==> src/rtl/rpd_pkg.sv <==
package rpd_pkg;

  // pixel format codes as held in the format register
  typedef enum logic [2:0] {
    FMT_RGB565   = 3'd0,
    FMT_RGB555   = 3'd1,
    FMT_RGBA4444 = 3'd2,
    FMT_BGRA8888 = 3'd3,
    FMT_ARGB8888 = 3'd4,
    FMT_ABGR8888 = 3'd5,
    FMT_RGB888   = 3'd6,
    FMT_BGR888   = 3'd7
  } pixel_format_t;

  // configuration register indexes
  localparam logic [1:0] REG_PIXEL_FORMAT = 2'd0;
  localparam logic [1:0] REG_IMAGE_WIDTH  = 2'd1;
  localparam logic [1:0] REG_IMAGE_HEIGHT = 2'd2;

  localparam int RegIndexWidth = 2;
  localparam int DimRegWidth   = 13;
  localparam int CountWidth    = 12;
  localparam int CounterSpan   = 4096;

  localparam logic [DimRegWidth-1:0] WidthReset  = 13'd640;
  localparam logic [DimRegWidth-1:0] HeightReset = 13'd480;

  // configuration as seen by the datapath
  typedef struct packed {
    pixel_format_t          pixel_format;
    logic [DimRegWidth-1:0] image_width;
    logic [DimRegWidth-1:0] image_height;
  } cfg_t;

  // position of one pixel in the frame
  typedef struct packed {
    logic [CountWidth-1:0] column;
    logic [CountWidth-1:0] row;
    logic                  frame_end;
  } pos_t;

  // decoded colour channels
  typedef struct packed {
    logic [7:0] red;
    logic [7:0] green;
    logic [7:0] blue;
    logic [7:0] alpha;
  } rgba_t;

  // widening tables, rounded to v*255/max, filled at elaboration
  localparam int Max4 = 15;
  localparam int Max5 = 31;
  localparam int Max6 = 63;

  typedef logic [15:0][7:0] lut4_t;
  typedef logic [31:0][7:0] lut5_t;
  typedef logic [63:0][7:0] lut6_t;

  function automatic lut4_t build_lut4();
    lut4_t t;
    for (int i = 0; i < 16; i++) begin
      t[i] = 8'((i * 255 + Max4 / 2) / Max4);
    end
    return t;
  endfunction

  function automatic lut5_t build_lut5();
    lut5_t t;
    for (int i = 0; i < 32; i++) begin
      t[i] = 8'((i * 255 + Max5 / 2) / Max5);
    end
    return t;
  endfunction

  function automatic lut6_t build_lut6();
    lut6_t t;
    for (int i = 0; i < 64; i++) begin
      t[i] = 8'((i * 255 + Max6 / 2) / Max6);
    end
    return t;
  endfunction

  localparam lut4_t WIDEN4 = build_lut4();
  localparam lut5_t WIDEN5 = build_lut5();
  localparam lut6_t WIDEN6 = build_lut6();

endpackage

==> src/rtl/rpd_regs.sv <==
module rpd_regs (
  input  logic                                 clk,
  input  logic                                 rst,
  input  logic                                 write_enable,
  input  logic [rpd_pkg::RegIndexWidth-1:0]    register_index,
  input  logic [rpd_pkg::DimRegWidth-1:0]      write_data,
  output rpd_pkg::cfg_t                        cfg
);

  // configuration register file, writes to unknown indexes are dropped
  always_ff @(posedge clk) begin
    if (rst) begin
      cfg.pixel_format <= rpd_pkg::FMT_RGB565;
      cfg.image_width  <= rpd_pkg::WidthReset;
      cfg.image_height <= rpd_pkg::HeightReset;
    end else if (write_enable) begin
      case (register_index)
        rpd_pkg::REG_PIXEL_FORMAT: begin
          cfg.pixel_format <= rpd_pkg::pixel_format_t'(write_data[2:0]);
        end
        rpd_pkg::REG_IMAGE_WIDTH: begin
          cfg.image_width <= write_data;
        end
        rpd_pkg::REG_IMAGE_HEIGHT: begin
          cfg.image_height <= write_data;
        end
        default: begin
        end
      endcase
    end
  end

endmodule

==> src/rtl/rpd_position.sv <==
module rpd_position #(
  parameter int MAX_DIMENSION = 4096
) (
  input  logic                            clk,
  input  logic                            rst,
  input  logic                            advance,
  input  logic [rpd_pkg::DimRegWidth-1:0] image_width,
  input  logic [rpd_pkg::DimRegWidth-1:0] image_height,
  output rpd_pkg::pos_t                   pos
);

  localparam int DimLimit = (MAX_DIMENSION < rpd_pkg::CounterSpan) ?
                            MAX_DIMENSION : rpd_pkg::CounterSpan;
  localparam logic [rpd_pkg::DimRegWidth-1:0] LimitValue =
    rpd_pkg::DimRegWidth'(DimLimit);
  localparam logic [rpd_pkg::CountWidth-1:0] LimitLast =
    rpd_pkg::CountWidth'(DimLimit - 1);

  logic [rpd_pkg::CountWidth-1:0] column_count;
  logic [rpd_pkg::CountWidth-1:0] row_count;
  logic [rpd_pkg::CountWidth-1:0] last_column;
  logic [rpd_pkg::CountWidth-1:0] last_row_idx;
  logic [rpd_pkg::DimRegWidth-1:0] width_less;
  logic [rpd_pkg::DimRegWidth-1:0] height_less;
  logic                            last_col;
  logic                            last_row;

  // last index of each dimension, zero acting as one and clamped to the limit
  assign width_less  = image_width - 1'b1;
  assign height_less = image_height - 1'b1;

  always_comb begin
    if (image_width == '0) begin
      last_column = '0;
    end else if (image_width > LimitValue) begin
      last_column = LimitLast;
    end else begin
      last_column = width_less[rpd_pkg::CountWidth-1:0];
    end
    if (image_height == '0) begin
      last_row_idx = '0;
    end else if (image_height > LimitValue) begin
      last_row_idx = LimitLast;
    end else begin
      last_row_idx = height_less[rpd_pkg::CountWidth-1:0];
    end
  end

  // a counter at or past the last index wraps on this pixel
  assign last_col = column_count >= last_column;
  assign last_row = row_count >= last_row_idx;

  assign pos.column    = column_count;
  assign pos.row       = row_count;
  assign pos.frame_end = last_col && last_row;

  // the column counter steps once per accepted transaction, the row counter when the column wraps
  always_ff @(posedge clk) begin
    if (rst) begin
      column_count <= '0;
      row_count    <= '0;
    end else if (advance) begin
      if (last_col) begin
        column_count <= '0;
        row_count    <= last_row ? '0 : row_count + 1'b1;
      end else begin
        column_count <= column_count + 1'b1;
      end
    end
  end

endmodule

==> src/rtl/rpd_unpack.sv <==
module rpd_unpack (
  input  logic [31:0]           raw_pixel,
  input  rpd_pkg::pixel_format_t pixel_format,
  output rpd_pkg::rgba_t        rgba
);

  logic [7:0]  b0, b1, b2, b3;
  logic [15:0] v16;

  assign b0  = raw_pixel[7:0];
  assign b1  = raw_pixel[15:8];
  assign b2  = raw_pixel[23:16];
  assign b3  = raw_pixel[31:24];
  assign v16 = raw_pixel[15:0];

  // per-format field extraction and widening
  always_comb begin
    rgba.red   = '0;
    rgba.green = '0;
    rgba.blue  = '0;
    rgba.alpha = 8'hFF;
    case (pixel_format)
      rpd_pkg::FMT_RGB565: begin
        rgba.red   = rpd_pkg::WIDEN5[v16[15:11]];
        rgba.green = rpd_pkg::WIDEN6[v16[10:5]];
        rgba.blue  = rpd_pkg::WIDEN5[v16[4:0]];
      end
      rpd_pkg::FMT_RGB555: begin
        rgba.red   = rpd_pkg::WIDEN5[v16[14:10]];
        rgba.green = rpd_pkg::WIDEN5[v16[9:5]];
        rgba.blue  = rpd_pkg::WIDEN5[v16[4:0]];
      end
      rpd_pkg::FMT_RGBA4444: begin
        rgba.red   = rpd_pkg::WIDEN4[v16[15:12]];
        rgba.green = rpd_pkg::WIDEN4[v16[11:8]];
        rgba.blue  = rpd_pkg::WIDEN4[v16[7:4]];
        rgba.alpha = rpd_pkg::WIDEN4[v16[3:0]];
      end
      rpd_pkg::FMT_BGRA8888: begin
        rgba.blue  = b0;
        rgba.green = b1;
        rgba.red   = b2;
        rgba.alpha = b3;
      end
      rpd_pkg::FMT_ARGB8888: begin
        rgba.alpha = b0;
        rgba.red   = b1;
        rgba.green = b2;
        rgba.blue  = b3;
      end
      rpd_pkg::FMT_ABGR8888: begin
        rgba.alpha = b0;
        rgba.blue  = b1;
        rgba.green = b2;
        rgba.red   = b3;
      end
      rpd_pkg::FMT_RGB888: begin
        rgba.red   = b0;
        rgba.green = b1;
        rgba.blue  = b2;
      end
      default: begin
        rgba.blue  = b0;
        rgba.green = b1;
        rgba.red   = b2;
      end
    endcase
  end

endmodule

==> src/rtl/raw_pixel_to_rgba_decoder.sv <==
// Raw pixel to RGBA8888 decoder.
// Input channel: in_valid / in_ready with one 32-bit raw_pixel word per
// transaction, byte 0 in bits 7:0. Output channel: out_valid / out_ready
// carrying red, green, blue, alpha, the pixel's column and row, and
// frame_end on the last pixel of the frame.
// Configuration: write_enable, register_index and write_data; index 0 is the
// pixel format, 1 the image width, 2 the image height. Write only while idle.
// An input transaction passes through an input register, the format decode
// and table lookups, then the result register.
// Throughput is one pixel per clock while out_ready holds; the decode stage
// is a single pass of table lookups and byte selection, so nothing iterates.
// Position counters step when an input transaction is taken, so a pixel's
// column and row follow the order of arrival.
// Reset (rst, synchronous, active high) empties both stages, sets RGB565 at
// 640 by 480 and clears the counters.
// When the receiver stalls the result holds on the outputs; one more pixel
// is taken into the input register, then in_ready drops until the output
// drains.
module raw_pixel_to_rgba_decoder #(
  parameter int MAX_DIMENSION = 4096
) (
  input  logic                                 clk,
  input  logic                                 rst,
  input  logic                                 write_enable,
  input  logic [rpd_pkg::RegIndexWidth-1:0]    register_index,
  input  logic [rpd_pkg::DimRegWidth-1:0]      write_data,
  input  logic                                 in_valid,
  output logic                                 in_ready,
  input  logic [31:0]                          raw_pixel,
  output logic                                 out_valid,
  input  logic                                 out_ready,
  output logic [7:0]                           red,
  output logic [7:0]                           green,
  output logic [7:0]                           blue,
  output logic [7:0]                           alpha,
  output logic [rpd_pkg::CountWidth-1:0]       column,
  output logic [rpd_pkg::CountWidth-1:0]       row,
  output logic                                 frame_end
);

  rpd_pkg::cfg_t  cfg;
  rpd_pkg::pos_t  pos_now;
  rpd_pkg::pos_t  pos_in;
  rpd_pkg::pos_t  pos_out;
  rpd_pkg::rgba_t rgba_dec;
  rpd_pkg::rgba_t rgba_out;
  logic [31:0]    raw_in;
  logic           in_full;
  logic           out_free;
  logic           in_take;

  // configuration registers
  rpd_regs u_regs (
    .clk            (clk),
    .rst            (rst),
    .write_enable   (write_enable),
    .register_index (register_index),
    .write_data     (write_data),
    .cfg            (cfg)
  );

  // frame position counters
  rpd_position #(
    .MAX_DIMENSION (MAX_DIMENSION)
  ) u_position (
    .clk          (clk),
    .rst          (rst),
    .advance      (in_take),
    .image_width  (cfg.image_width),
    .image_height (cfg.image_height),
    .pos          (pos_now)
  );

  // handshake between the two stages
  assign out_free = !out_valid || out_ready;
  assign in_ready = !in_full || out_free;
  assign in_take  = in_valid && in_ready;

  // input register
  always_ff @(posedge clk) begin
    if (rst) begin
      in_full <= 1'b0;
    end else if (in_ready) begin
      in_full <= in_valid;
    end
  end

  always_ff @(posedge clk) begin
    if (in_take) begin
      raw_in <= raw_pixel;
      pos_in <= pos_now;
    end
  end

  // format decode
  rpd_unpack u_unpack (
    .raw_pixel    (raw_in),
    .pixel_format (cfg.pixel_format),
    .rgba         (rgba_dec)
  );

  // result register
  always_ff @(posedge clk) begin
    if (rst) begin
      out_valid <= 1'b0;
    end else if (out_free) begin
      out_valid <= in_full;
    end
  end

  always_ff @(posedge clk) begin
    if (out_free && in_full) begin
      rgba_out <= rgba_dec;
      pos_out  <= pos_in;
    end
  end

  assign red       = rgba_out.red;
  assign green     = rgba_out.green;
  assign blue      = rgba_out.blue;
  assign alpha     = rgba_out.alpha;
  assign column    = pos_out.column;
  assign row       = pos_out.row;
  assign frame_end = pos_out.frame_end;

endmodule

==> config.mk <==
export PLATFORM = sky130hd
export DESIGN_NAME = raw_pixel_to_rgba_decoder
export DESIGN_NICKNAME = d
export VERILOG_FILES = /design/src/rtl/rpd_pkg.sv /design/src/rtl/rpd_regs.sv /design/src/rtl/rpd_position.sv /design/src/rtl/rpd_unpack.sv /design/src/rtl/raw_pixel_to_rgba_decoder.sv
export SDC_FILE = /design/constraint.sdc
export NUM_CORES = 1
export LEC_CHECK = 0
export ABC_AREA = 1
export BUFFER_PORTS_ARGS = -buffer_cell sky130_fd_sc_hd__buf_2
export CAP_MARGIN = 20
export CORE_UTILIZATION = 50
export DETAILED_ROUTE_END_ITERATION = 8
export PLACE_DENSITY_LB_ADDON = 0.25
export SLEW_MARGIN = 0
export SYNTH_ARGS = -nofsm -noshare
export SYNTH_HDL_FRONTEND = slang
export SYNTH_HIERARCHICAL = 1
export SYNTH_SLANG_ARGS = --single-unit
==> constraint.sdc <==
create_clock -name clk -period 6.81 [get_ports clk]
set_input_delay 0.681 -clock clk [delete_from_list [all_inputs] [get_ports clk]]
set_output_delay 0.681 -clock clk [all_outputs]
set_load 0.01 [all_outputs]
; ---- After elaboration in Yosys (flattened, before gate mapping)
; Memories as Yosys holds them, arrays and structs flattened. A register that Yosys moved wholly into a read port is not among the register bits.
; Cells that the tools add are included.
[word_totals]
reg_bits = 169
latchBits = 0
ram_bits = 0
rom_bits = 2048
out_inout_bits = 59
memories = 9
[mem_list]
columns = memory, words, word_bits, rd, rd_ports_with_merged_regs, wr, line
row1 = (no name shown), 64, 8, 1, 1, 0, rpd_unpack.sv:25  ; rgba.green = rpd_pkg::WIDEN6[v16[10:5]];
row2 = (no name shown), 32, 8, 1, 1, 0, rpd_unpack.sv:26  ; rgba.blue = rpd_pkg::WIDEN5[v16[4:0]];
row3 = (no name shown), 32, 8, 1, 1, 0, rpd_unpack.sv:29  ; rgba.red = rpd_pkg::WIDEN5[v16[14:10]];
row4 = (no name shown), 32, 8, 1, 1, 0, rpd_unpack.sv:30  ; rgba.green = rpd_pkg::WIDEN5[v16[9:5]];
row5 = (no name shown), 32, 8, 1, 1, 0, rpd_unpack.sv:24  ; rgba.red = rpd_pkg::WIDEN5[v16[15:11]];
row6 = (no name shown), 16, 8, 1, 1, 0, rpd_unpack.sv:37  ; rgba.alpha = rpd_pkg::WIDEN4[v16[3:0]];
row7 = 3 more memories, -, -, -, -, -, -
[op_classes]
addsub = 4
n_mul = 0
div = 0
n_lt_le_gt_ge = 13
n_eq_ne = 8
n_shift = 0
mux = 26
bitwise_logic = 0
n_reduce_logical = 16
[ops]
columns = operator, n
row1 = $pmux W24 S6, 1
row2 = $mux W12, 6
row3 = $mux W8, 9
row4 = $gt A13 B13 Y1 const B, 2
row5 = $logic_not A13 Y1, 2
row6 = $add A12 B1 Y12 const B, 2
row7 = $ge A12 B12 Y1, 2
row8 = $lt A5 B6 Y1 const B, 4
row9 = $pmux W8 S3, 1
row10 = $sub A12 B1 Y12 const B, 2
row11 = $lt A4 B5 Y1 const B, 4
row12 = $mux W5, 4
row13 = $mux W4, 4
row14 = $eq A3 B3 Y1 const B, 3
row15 = $reduce_and A2 Y1, 4
row16 = $lt A6 B7 Y1 const B, 1
row17 = $eq A3 B2 Y1 const B, 2
row18 = $mux W6, 1
row19 = $eq A3 B1 Y1 const B, 1
row20 = $logic_and A1 B1 Y1, 3
row21 = $logic_not A3 Y1, 1
row22 = $eq A2 B1 Y1 const B, 1
row23 = $eq A2 B2 Y1 const B, 1
row24 = $logic_not A1 Y1, 2
row25 = 3 further kinds, 4

; ---- Logic depth before layout (Yosys ltp)
; Gate-level depths: netlist of the first run.
[depth]
word_depth = 5
depth_mapped = 21
depth_no_buf = 21

; ---- Hierarchy
; Netlist of the first run, hierarchy kept.
[by_module_without_submodules]
columns = mod, instances, cells_per_inst, area_each_um2, seq_area_each_um2
row1 = raw_pixel_to_rgba_decoder, 1, 126, 3514.6, 3463.3
row2 = rpd_position, 1, 420, 2637.5, 480.5
row3 = rpd_unpack, 1, 305, 1393.8, 0.0
row4 = rpd_regs, 1, 180, 1239.9, 580.6

; ---- Least setup slack after synthesis of the first run
; No wires, ideal clock.
[synth_path]
path_type = input -> register
from = input port out_ready
to = register rgba_out, in the netlist alpha[0], enable pin
arrival_time_ps = 3517
required_ps = 6319
slack_ps = 2802
cell_stages = 2
path_buffers = 0
path_cell_list = inv_1 > a21oi_1
[synth_between]
elab_chain_len = 2
[synth_rtl]
columns = item, line
row1 = from (decl), raw_pixel_to_rgba_decoder.sv:31  ; input logic out_ready,
row2 = $logic_or A1 B1 Y1, raw_pixel_to_rgba_decoder.sv:75  ; assign out_free = !out_valid || out_ready;
row3 = $logic_and A1 B1 Y1, raw_pixel_to_rgba_decoder.sv:112  ; if (out_free && in_full) begin
row4 = to (signal assigned), raw_pixel_to_rgba_decoder.sv:113  ; rgba_out <= rgba_dec;
row5 = to (decl), raw_pixel_to_rgba_decoder.sv:46  ; rpd_pkg::rgba_t rgba_out;
; Every way passes these cells.
; A chain may end at the register's enable or synchronous reset.

; ---- Worst setup path in the final report of the first run
[layout_path]
from = register, netlist name u_regs/cfg[14]
to = register u_position/row_count[7] (netlist bit)
[layout_between]
elab_chain_len = 5
[layout_rtl]
columns = item, line
row1 = $sub A12 B1 Y12 / $gt A13 B13 Y1 (equally long branches), "rpd_position.sv:29, rpd_position.sv:35"
row2 = $mux W12, rpd_position.sv:35  ; end else if (image_width > LimitValue) begin
row3 = $mux W12 *, rpd_position.sv:33  ; if (image_width == '0) begin
row4 = $ge A12 B12 Y1 *, rpd_position.sv:50  ; assign last_col = column_count >= last_column;
row5 = $reduce_and A2 Y1 (no line) *, -
row6 = to (signal assigned), rpd_position.sv:65  ; row_count <= last_row ? '0 : row_count + 1'b1;
row7 = to (decl), rpd_position.sv:20  ; logic [rpd_pkg::CountWidth-1:0] row_count;
; Mark *: on every way between the ends. The rest lies on a longest branch, timed or not.

==> results of run 1 <==
==> Yosys cell counts (all sizes together) (3+ instances only) <==
| cell type | instances | area [sq um] |
|---|---|---|
| a21oi | 28 | 144 |
| buf | 13 | 91.3 |
| clkbuf | 15 | 86.3 |
| dfxtp | 55 | 1100 |
| edfxtp | 114 | 3420 |
| ha | 28 | 350 |
| inv | 141 | 529 |
| nand2 | 277 | 1050 |
| nand3 | 88 | 500 |
| nand4 | 16 | 121 |
| nor2 | 132 | 566 |
| nor3 | 12 | 80.1 |
| o2111ai | 8 | 70.1 |
| o211ai | 7 | 52.6 |
| o21ai | 53 | 288 |
| o22ai | 12 | 75.1 |
| or2 | 4 | 25.0 |
| xnor2 | 3 | 26.3 |
| xor2 | 8 | 70.1 |
==> per-layer routing <==
| layer | GRT usage [%] | part of all wire [%] | wire (um) |
|---|---|---|---|
| met5 | 0 | 0 | 0 |
| met4 | 8.99 | 2.5 | 507 |
| met3 | 4.50 | 5.2 | 1060 |
| met2 | 39.8 | 50 | 10200 |
| met1 | 27.8 | 42 | 8480 |
==> cells in the final DEF, fill, tap and decap left out, types with 8 or more instances in the layout <==
cell         n
o21ai_0     35
ha_1        28
o22ai_1     12
dfxtp_1     55
o2111ai_1    8
nor3_1       8
a21oi_1     26
xor2_1       8
o21ai_1     16
nand4_1     14
edfxtp_1   114
inv_2       10
nand3_1     79
buf_2      110
inv_1      131
clkbuf_16   17
nor2_1     118
nand2_1    275
==> final timing paths <==
kind,endpoint,slack [ps],depth (start not counted)
hold / removal,column[5],420,0
setup reg to reg,u_position/row_count[7],3940,20
setup / recovery,u_position/row_count[7],3940,20
hold reg to reg,column[5],420,0
==> sequential cells by signal, indices dropped and copies added (netlist names) <==
name                     count
frame_end                    1
u_position/row_count        12
raw_in                      32
pos_in                      25
green                        8
column                      12
u_regs/cfg                  29
red                          8
blue                         8
u_position/column_count     12
out_valid                    1
in_full                      1
row                         12
alpha                        8
==> final cells by class <==
cell class	count	share of cell area, %
clock buffers	19	4.31
multi-input cells	692	35.4
inverters	142	5.30
clock inverters	13	1.52
repair buffers	112	5.63
flip-flops and latches	169	45.0
well taps	225	2.80
==> stage by stage <==
step / hold WS, ps / utilization, % / setup slack [ps]
floorplan: 400 / - / 2800
global placement: 401 / 54.9 / 3920
detailed placement: 405 / 54.9 / 3830
CTS: 416 / 58.3 / 3950
global route: 412 / 58.3 / 3660
finish: 418 / 58.3 / 3940
==> logic make-up after synthesis <==
group | count (synthesis) | share of synthesized area, %
xor gates and xnor gates | 11 | 1.10
buffers and inverters | 170 | 8.09
DFF | 169 | 51.5
AOI/OAI and AO/OA | 121 | 8.30
and+or+nand+nor | 532 | 27.0
adders and majority gates | 28 | 3.99
==> power groups by stage <==
stage	registers (mW)	clock network, mW	logic, mW
after floorplan	1.21	0	0.171
after global placement	1.21	0	0.246
after detailed placement	1.21	0	0.250
after CTS	1.19	0.977	0.251
after global routing	1.19	1.02	0.282
final	1.19	0.963	0.251
==> worst max-delay path, delay by kind of cell (launching register included) <==
family | cells | cell delay [ps]
compound gates | 1 | 210
fa+ha+maj | 2 | 440
buf+inv | 2 | 120
flops | 1 | 340
simple gates | 15 | 1690
==> results.ini, run 1 <==
[timing]
skew_ps=6.22
period_share_pct=42.2
drv_slew=0
fin_setup_tns_ps=0
slew_headroom_pct=39.8
finalHoldViolCount=0
rsz0062_at_grt=false
setup_viol=0
fmax_mhz=348
period_minus_slack_ps=2870
tightest_slew_ps=903

[routing]
vias=7200
ant_nets=0
firstDrtPassIters=6
viasPerCell=5.25
dr.first_iter.drc_count=692
wl_per_cell_um=14.8
drt_wl_total_um=20300
drc_errors=0

[synth]
synth_cell_types=47
yosys_warnings=6
syn_nets=1111
synthesis.area_sq_um=8790
syn_avg_cell_area_sq_um=8.52
synth_async_sr_flop_share_pct=0
ys_ff_latch=169
synth_seq_area_share_pct=51.5
postSynthCellCount=1031
synth-edff-count=114
synthFlopType=edfxtp_1

[floorplanning]
rows=48
die_w_um=135
start_util_pct=51.0
die_y_um=135
die_area_sq_um=18100
pin_count=111
coreArea_sq_um=17200

[setup_path]
slowest_delay_ps=340
cpMostUsedCell=nand2_1
r2r_start=u_regs/cfg[14]
cp-startpoint=u_regs/cfg[14]
required_ps=7180
arrival_ps=3240
cp-start-kind=flop
worstSetupEndpointType=flop
slowest_stage=dfxtp_1
crit_type=reg -> reg
path_max_fanout=7
cp_cell_sequence=inv_1 > ha_1 > nand2_1 > nor3_2 > nand3_2 > nor2_4 > nand4_1 > a21boi_1 > ha_1 > nand2_1 > inv_1 > nand2_1 > nand2_1 > nand2_1 > nand2_1 > nor2_1 > nor2_4 > nand2_1 > nand2_1 > nor2_1

[place]
port_buffers=110
dp_hpwl_um=14500
place_area_sq_um=9470
dp.cells=1340
gp_congestion=0.936

[global_route]
grt_use_total_pct=22.8
antenna_found_initial=0
grt_overflow=0
grt_pass1_vias=6576
grt_start_max_net_pins=69
grt_pass1_wl_um=32100

[finish]
drive_gt1_share_pct=16.5
n_fill_cell=1518
seq_area_sq_um=4520
design_area_sq_um=10100
nNetsFinal=1214
syn_to_final_growth_pct=14.4
n_antenna_cell=0
fin_cells=1372
multi_input_area_sq_um=3560

[clocking]
cts-buffers-inserted=17
clk_latency_ps=430
clock_path_buffers=2
ctsResizeCount=0
htreeDepth=4
root_buffer=clkbuf_16
tritoncts=yes
cts_setup_buffers=0
ctsHoldBuffers=0
path_clk_slew_ps=60
cts_sinks=169

[status]
outcome=finished, final reports clean

[power_and_ir_drop]
clkPwrFrac_pct=40.1
vdd_drop_max_v=0.000185
internal_power_mw=1.81
p_leak_nw=4.54
switching_share_pct=24.5
combinationalPowerShare_pct=10.5
seq_power_share_pct=49.5
switchingPower_uw=590
p_per_area_nw_per_um2=239
power.total_mw=2.40

[run]
drv_cap=0

[worst_hold_path]
hp-class=reg -> reg
min_from=pos_in[18]

(Power assumes the default switching activity.)
==> run 2: changes to the inputs <==
- clock period: 6.81 -> 2.9 ns (I/O delays scaled with it)
==> results.ini, run 2 (synthesis gave the netlist of run 1 again) <==
[timing]
whs_ps=32.4  ; -385 ps
fin_setup_tns_ps=0  ; unchanged
slew_headroom_pct=38.5  ; -1.3 points
fmax_mhz=357  ; +2.6%
finalHoldViolCount=0  ; unchanged
period_minus_slack_ps=2800  ; -73.0 ps
skew_ps=8.67  ; +2.45 ps
drv_slew=0  ; unchanged
period_share_pct=96.5  ; +54 points
setup_viol=0  ; unchanged
tightest_slew_ps=922  ; +19.0 ps

[routing]
wl_met3_um=1110  ; +4.7%
drc_errors=0  ; unchanged
highest-signal-layer=met5
drt_wl_total_um=21000  ; +3.7%
dr.first_iter.drc_count=830  ; +20%
firstDrtPassIters=9  ; +3
viasPerCell=5.27  ; +0.35%
wl_per_cell_um=15.1  ; +2.4%
dr_wl_met2_um=10800  ; +5.7%
vias=7320  ; +1.7%
wl_met1_um=8560  ; +0.93%
ant_nets=0  ; unchanged

[global_route]
grt_pass1_vias=6485  ; -1.4%
grt_overflow=0  ; unchanged
antenna_found_initial=1  ; +1
grt_pass1_wl_um=32000  ; -0.13%
grt_start_max_net_pins=68  ; -1.4%
grt_use_total_pct=23.0  ; +0.20 points

[status]
outcome=finished, final reports clean

[floorplanning]
die_y_um=135  ; unchanged
coreArea_sq_um=17200  ; unchanged
start_util_pct=51.0  ; unchanged
die_area_sq_um=18100  ; unchanged
pin_count=111  ; unchanged
rows=48  ; unchanged
die_w_um=135  ; unchanged

[clocking]
root_buffer=clkbuf_16
tritoncts=yes
path_clk_slew_ps=70  ; about the same
clock_path_buffers=2  ; unchanged
clk_latency_ps=430  ; about the same
ctsHoldBuffers=0  ; unchanged
cts_sinks=169  ; unchanged
htreeDepth=4  ; unchanged
cts-buffers-inserted=17  ; unchanged

[power_and_ir_drop]
p_per_area_nw_per_um2=563  ; +140%
p_leak_nw=4.68  ; +3.0%
vdd_drop_max_v=0.000698  ; +280%
switching_share_pct=24.5  ; about the same
clkPwrFrac_pct=41.4  ; +1.3 points
combinationalPowerShare_pct=10.9  ; +0.4 points
seq_power_share_pct=47.7  ; -1.8 points
switchingPower_mw=1.44  ; +140%
internal_power_mw=4.42  ; +140%

[setup_path]
slowest_delay_ps=330  ; about the same
arrival_ps=3150  ; -90 ps
ff2ff_setup_slack_ps=100  ; -3840 ps
crit_type=reg -> reg
cp.depth=20  ; unchanged
cp-startpoint=u_regs/cfg[13]
cp-start-kind=flop
slowest_stage=dfxtp_2
reg2reg_depth=20  ; unchanged
cp_top_family=simple AND/OR/NAND/NOR gates
worstSetupEndpointType=flop
r2r_start=u_regs/cfg[13]
path_max_fanout=7  ; unchanged
crit_end=u_position/column_count[2]
cp_cell_sequence=inv_2 > ha_4 > nand2_4 > nor3_4 > nand3_4 > nor2_4 > buf_4 > nand3_4 > nand2_1 > nand2_1 > ha_1 > inv_1 > nand2_1 > nand3_1 > nand2_2 > nand2_4 > nand3_4 > nand2_8 > nand2_8 > nor3_2
required_ps=3250  ; -3930 ps
r2r-end=u_position/column_count[2]
cp_num_buf_inv=3  ; +1

[place]
port_buffers=110  ; unchanged
dp_hpwl_um=14400  ; -0.95%
gp_congestion=0.918  ; -2.0%
dp.cells=1341  ; +0.075%

[finish]
drive_gt1_share_pct=20.3  ; +3.8 points
nNetsFinal=1232  ; +1.5%
mostFrequentLayoutCells=263 x nand2_1, 126 x inv_1, 114 x edfxtp_1, 114 x nor2_1, 111 x buf_2
fin_cells=1390  ; +1.3%
n_fill_cell=1519  ; +0.066%
n_antenna_cell=0  ; unchanged
largest_reg_flops=32  ; unchanged
syn_to_final_growth_pct=18.5
largest-register=raw_in
mostFrequentLayoutCell=nand2_1
postLayoutCoreUtil_pct=60.4  ; +2.1 points
top_regs=raw_in (32), u_regs/cfg (29), pos_in (25)

[worst_hold_path]
hp-class=in -> reg
min_path_cells=1  ; +1

[run]
drv_cap=0  ; unchanged

## run 2: worst register-to-register path, cell delays in order (launching register included)
cell     delay [ps]
dfxtp_2         330
inv_2            70
ha_4            150
nand2_4          60
nor3_4          190
nand3_4         150
nor2_4          160
buf_4           130
nand3_4         100
nand2_1         100
nand2_1          50
ha_1            270
inv_1            50
nand2_1          50
nand3_1         100
nand2_2          80
nand2_4          90
nand3_4         140
nand2_8         160
nand2_8          80
nor3_2          200
## run 2: worst min path at each step
stage | start | end | slack (ps)
global route | raw_pixel[13] | raw_in[13] | 10
floorplan | rst | in_full | 350
global placement | pos_in[20] | column[7] | 400
CTS | raw_pixel[13] | raw_in[13] | 10
finish | raw_pixel[25] | raw_in[25] | 30
detailed placement | pos_in[13] | column[0] | 400
## run 2: cell type report
cell class	instances	area (sq um)	share of cell area (%)
clock inverter	11	170	1.63
sequential	169	4530	43.5
clock buffer	21	460	4.42
timing repair buffer	126	681	6.54
multi-input combinational	696	3760	36.1
inverter	142	533	5.12
tap	225	282	2.70
## run 2: timing repair
| item | in CTS | in global routing |
|---|---|---|
| gates resized for setup | 0 | 46 |
| buffers inserted | 0 | 13 |
| setup endpoints to repair | 0 | 25 |
## run 2: power by group through the flow
stage               clock (mW)  sequential [mW]  combinational (mW)
floorplan                    0             2.83               0.402
global placement             0             2.84               0.578
detailed placement           0             2.84               0.587
CTS                       2.47             2.79               0.594
global route              2.56             2.81               0.714
finish                    2.43             2.79               0.641
## run 2: per-stage QoR
step	worst slack, ps	power, mW	cell area (sq um)
after floorplan	45.9	3.23	8790
after global placement	237	3.42	9490
after detailed placement	130	3.43	9490
after CTS	111	5.85	10100
after global routing	-55.9	6.08	10400
final	103	5.86	10400
## run 2: per-layer routing
metal	global-route usage, %	vias up
met5	0	-
met4	10.4	2
met3	4.95	46
met2	39.8	276
met1	27.6	3332
li1	-	3664
